**config.mk**
```make
export PLATFORM = sky130hd
export DESIGN_NAME = mlcd_out_reg
export DESIGN_NICKNAME = d
export VERILOG_FILES = /design/src/hdl/mono_lcd_framebuffer_dirty_flush_defines.svh /design/src/hdl/mlcd_pkg.sv /design/src/hdl/mlcd_out_reg.sv
export SDC_FILE = /design/constraint.sdc
export NUM_CORES = 1
export LEC_CHECK = 0
export ABC_AREA = 1
export BUFFER_PORTS_ARGS = -buffer_cell sky130_fd_sc_hd__buf_2
export CAP_MARGIN = 20
export CORE_AREA = 2 2 49 51
export DETAILED_ROUTE_END_ITERATION = 8
export DIE_AREA = 0 0 51 53
export HOLD_SLACK_MARGIN = 0.02
export PLACE_DENSITY = 0.8
export SYNTH_ARGS = -nofsm -noshare
export SYNTH_HDL_FRONTEND = slang
export SYNTH_SLANG_ARGS = --single-unit
```
**constraint.sdc**
```tcl
create_clock -name clk -period 4.4 [get_ports clk]
set_clock_uncertainty 0.15 [all_clocks]
set_input_delay 0.22 -clock clk [delete_from_list [all_inputs] [get_ports clk]]
set_output_delay 0.22 -clock clk [all_outputs]
set_load 0.1 [all_outputs]
```
**src/hdl/mono_lcd_framebuffer_dirty_flush_defines.svh**
```systemverilog
// Assertion helpers used by the frame buffer controller.
`ifndef MONO_LCD_FRAMEBUFFER_DIRTY_FLUSH_DEFINES_SVH
`define MONO_LCD_FRAMEBUFFER_DIRTY_FLUSH_DEFINES_SVH

// Property checked on every clock edge outside reset.
`define MLCD_ASSERT(lbl, prop, msg) \
  lbl: assert property (@(posedge clk) disable iff (rst) prop) else $error(msg);

// Property checked on every clock edge, reset included.
`define MLCD_ASSERT_ALWAYS(lbl, prop, msg) \
  lbl: assert property (@(posedge clk) prop) else $error(msg);

`endif

```
**src/hdl/mlcd_pkg.sv**
```systemverilog
package mlcd_pkg;

  localparam int WORD_COUNT  = 512;
  localparam int ADDR_W      = 9;

  // Opcodes
  localparam logic [2:0] OP_PIXEL  = 3'd0;
  localparam logic [2:0] OP_HLINE  = 3'd1;
  localparam logic [2:0] OP_VLINE  = 3'd2;
  localparam logic [2:0] OP_INVERT = 3'd3;
  localparam logic [2:0] OP_CLEAR  = 3'd4;
  localparam logic [2:0] OP_FLUSH  = 3'd5;
  localparam logic [2:0] OP_FORCE  = 3'd6;
  localparam logic [2:0] OP_TICK   = 3'd7;

  // Configuration register indexes
  localparam logic [1:0] CFG_FUNCTION_SET = 2'd0;
  localparam logic [1:0] CFG_GDRAM_ADDR   = 2'd1;
  localparam logic [1:0] CFG_CLEAR_FILL   = 2'd2;

  localparam logic [7:0] SYNC_CMD  = 8'hf8;
  localparam logic [7:0] SYNC_DATA = 8'hfa;
  localparam logic [7:0] DISP_OFF_BITS = 8'h04;
  localparam logic [7:0] DISP_ON_BITS  = 8'h06;

  typedef struct packed {
    logic [2:0] opcode;
    logic [7:0] row;
    logic [7:0] col;
    logic       value;
  } in_t;

  typedef struct packed {
    logic       kind;
    logic [7:0] sync_byte;
    logic [7:0] high_part;
    logic [7:0] low_part;
    logic       status;
    logic       busy_res;
    logic       last;
  } out_t;

  typedef enum logic [2:0] {
    ST_WIPE, ST_IDLE, ST_LOOP_RD, ST_LOOP_WR, ST_TICK_RD, ST_TICK_CMP, ST_FRAME, ST_STATUS
  } state_t;

  typedef enum logic [2:0] {
    FS_OFF, FS_ROW, FS_COL, FS_HI, FS_LO, FS_ON
  } fstep_t;

  function automatic out_t make_frame(input logic data, input logic [7:0] payload,
                                      input logic busy);
    out_t o;
    o.kind      = 1'b1;
    o.sync_byte = data ? SYNC_DATA : SYNC_CMD;
    o.high_part = {payload[7:4], 4'h0};
    o.low_part  = {payload[3:0], 4'h0};
    o.status    = 1'b0;
    o.busy_res  = busy;
    o.last      = 1'b0;
    return o;
  endfunction

endpackage

```
**src/hdl/mlcd_out_reg.sv**
```systemverilog
module mlcd_out_reg (
  input  logic            clk,
  input  logic            rst,
  input  logic            push,
  input  mlcd_pkg::out_t  push_data,
  output logic            can_push,
  output logic            out_valid,
  input  logic            out_stall,
  output mlcd_pkg::out_t  out_data
);

  // Free when empty or when the held item leaves this cycle
  assign can_push = !out_valid || !out_stall;

  // Hold the result until the consumer takes it
  always_ff @(posedge clk) begin
    if (rst) begin
      out_valid <= 1'b0;
    end else if (can_push) begin
      out_valid <= push;
    end
  end

  always_ff @(posedge clk) begin
    if (can_push && push) begin
      out_data <= push_data;
    end
  end

endmodule

```
# Word level (Yosys, flattened, before mapping)
# Cells that the tools add are included.
# classes
n_reduce_logical,4
# ops
cell,count
logical NOT 1 bit,2
logical AND 1 bit,1
logical OR 1 bit,1
# totals
output_inout_bits,30
register_bits,29
word_cells,12
inputBits,32

# Longest topological paths before layout
# depth
word_depth,3
depth_mapped,2
ltp_nobuf,2

# Worst setup path after synthesis
# No wires, ideal clock.
# synth_timing
kind,flip-flop to flip-flop
startpoint,register out_valid
endpoint,register out_data[0] in the netlist's numbering (enable)
period_less_slack_ns,2.772
t_required_ns,3.828
stages_incl_launch_ff,2
setup_slack_ns,1.628
arrival_ns,2.199
cell_sequence,dfxtp_1 > a21oi_1
# synth_via
elab_chain_len,3
# synth_lines
item,line_no,text
"start, declared",mlcd_out_reg.sv:7,"output logic out_valid,"
"start signal, assigned",mlcd_out_reg.sv:20,out_valid <= push;
logical NOT 1 bit,mlcd_out_reg.sv:13,assign can_push = !out_valid || !out_stall;
logical OR 1 bit,mlcd_out_reg.sv:13,
logical AND 1 bit,mlcd_out_reg.sv:25,if (can_push && push) begin
"end signal, assigned",mlcd_out_reg.sv:26,out_data <= push_data;
"end, declared",mlcd_out_reg.sv:9,output mlcd_pkg::out_t out_data
# Every way passes these cells.
# A chain may end at the register's enable or synchronous reset.

# Worst setup path after layout
# layout_timing
startpoint,register out_valid
endpoint,output port can_push
# layout_via
elab_chain_len,2
# layout_lines
item,line_no,text
logical NOT 1 bit,mlcd_out_reg.sv:13,
logical OR 1 bit,mlcd_out_reg.sv:13,
"end, declared",mlcd_out_reg.sv:6,"output logic can_push,"
# Every way passes these cells.

==> results.toml <==
[drt]
drcViolationCount = 0
route.vias.total = 660
wire_per_inst_microns = 12.66
ant_nets = 0
wirelength_mm = 2.013
drtPass1Iterations = 2
vias_per_cell = 4.151
first_iter_violations = 8

[clocking]
cts_setup_buffers = 0
cts_buffer_depth = 2
tritoncts = "done"
cts_made_buffers = 5
clock_sinks = 29
clkLatencyLatePin_ns = 0.30
cts-root-buf = "clkbuf_4"
clk_pin_slew_ns = 0.08
htree_levels = 2

[cells_and_area]
final_area_sq_um = 1572
final_nets = 163
diodes = 0
layout-drive-gt1-share_pct = 53.44
areaGrowthSynthToFinish_pct = 77.65

[power]
p_leak_nw = 0.6812
ir_drop_mv = 0.2644
p_per_area_nw_per_um2 = 400.5
power_w = 0.0006294

[worst_setup_path]
critPathKind = "reg2out"
crit_start = "out_valid"
cp-end-kind = "output port"
crit_slowest_cell = "buf_2"
path_cells = "nand2_2 > buf_2"
path_max_fanout = 3
worstPathBufferInverterCount = 1
required_ns = 4.03
critPathLaunchType = "register"
arrival_ns = 1.14
slowest_delay_ns = 0.42
r2r-start = "out_valid"
crit_family = "buffers and inverters"

[global_route]
grt_antenna_before_repair = 0
overflow = 0
grt_max_degree = 29
first_global_vias = 639
grt_pass1_wl_mm = 2.856
grt_usage_pct = 16.74

[floorplanning]
die_w_microns = 51
rows = 17
die_h_microns = 53
start_util_pct = 41.18
fp.coreArea_sq_um = 2148
io_pins = 62
dieArea_sq_um = 2703

[timing]
grt_setup_unrepaired = "false"
maxSlewViolCount = 0
max_freq_ghz = 0.6634
fin_ws_ns = 2.893
setup_viol = 0
tightest_slew_ns = 0.4997
min_period_ns = 1.507
tns_ns = 0
slew_headroom_pct = 66.92
timing.final.crit_share_pct = 34.26
finalHoldViolations = 0

[yosys]
synth_area_per_cell_sq_um = 26.81
syn_area_sq_um = 884.6
ys_seq_area_share_pct = 97.31
yosysTopAreaCell = "edfxtp_1"
ys_seq_elements = 29
syn_inst = 33
yosys_warnings = 0
synth_area_leaders = "edfxtp_1, dfxtp_1, a21oi_2"
syn_nets = 65
netlist.area_leader.share_pct = 95.05
yosysUniqueCellTypes = 6

[run_status]
status = "complete, no violations"

[min_path]
hold_path_class = "in2reg"
hp-start = "out_stall"

[placed_design]
place_area_sq_um = 1236
gp_congestion = 0.6048
dp_slack_ns = 3.105
port_buffers = 61

[job]
maxCapViolCount = 0
[placed cells by master, fill, tap and decap left out]
cell type       n
a21oi_2         2
buf_2          61
buf_4           1
clkbuf_1        1
clkbuf_4        5
clkinv_1        1
dfxtp_1         1
dlygate4sd3_1  29
edfxtp_1       28
inv_1           1
nand2_2         1
[area by class of cell]
| type | instances | area, sq um |
|---|---|---|
| clock buffers | 6 | 41.29 |
| clock inverters | 1 | 3.754 |
| fillers | 144 | 576.8 |
| inverters | 1 | 3.754 |
| multi-input cells | 3 | 23.77 |
| flip-flops and latches | 29 | 860.8 |
| well taps | 28 | 35.03 |
| repair buffers | 91 | 603.1 |
[worst min-delay path, delay by kind of cell]
kind | cells | cell delay, ns
buffers and inverters | 1 | 0.12
AND/OR/NAND/NOR | 1 | 0.07
AO/OA/AOI/OAI | 1 | 0.04
[report_power, final]
| group | switching (W) | internal, W |
|---|---|---|
| clock | 0.0000727 | 0.0000578 |
| combinational | 0.000135 | 0.0000379 |
| sequential | 0.00000440 | 0.000322 |
| total | 0.000212 | 0.000417 |
[per-layer routing]
layer,share of wire (%),track usage (%)
met5,0,0
met4,0.89,8.108
met3,11,10.17
met2,51,28.79
met1,38,15.55
[kinds of logic after synthesis]
family / count (synthesis) / synth area share (%)
simple gates: 1 / 0.7077
compound gates: 2 / 1.556
buf+inv: 1 / 0.4239
flops: 29 / 97.31
[sequential cells by signal, indices dropped and copies added, names as in the netlist]
register,count
out_valid,1
out_data,28
[what timing repair did]
action,CTS,global route
resized for setup,0,0
hold endpoints to repair,29,0
hold buffers,29,0
[per-stage QoR]
step	utilization, %	hold slack, ns	instances
6_report	73.15	0.04092	159
3_3_place_gp	57.54	0.2301	123
2_1_floorplan	-	0.1324	33
4_1_cts	73.15	0.02782	159
3_5_place_dp	57.54	0.2326	123
5_1_grt	73.15	0.02420	159
[final timing paths]
path             endpoint  cells past startpoint  slack, ns
max reg2reg  out_data[19]                      2       3.13
max              can_push                      2       2.89
min             out_valid                      3       0.04
min reg2reg     out_valid                      2       0.35
[synthesized netlist by cell type, drive strengths merged]
library cell / count
inv: 1
edfxtp: 28
a21oi: 2
dfxtp: 1
nand2: 1
Note: power is estimated with default switching activity, not from simulation.
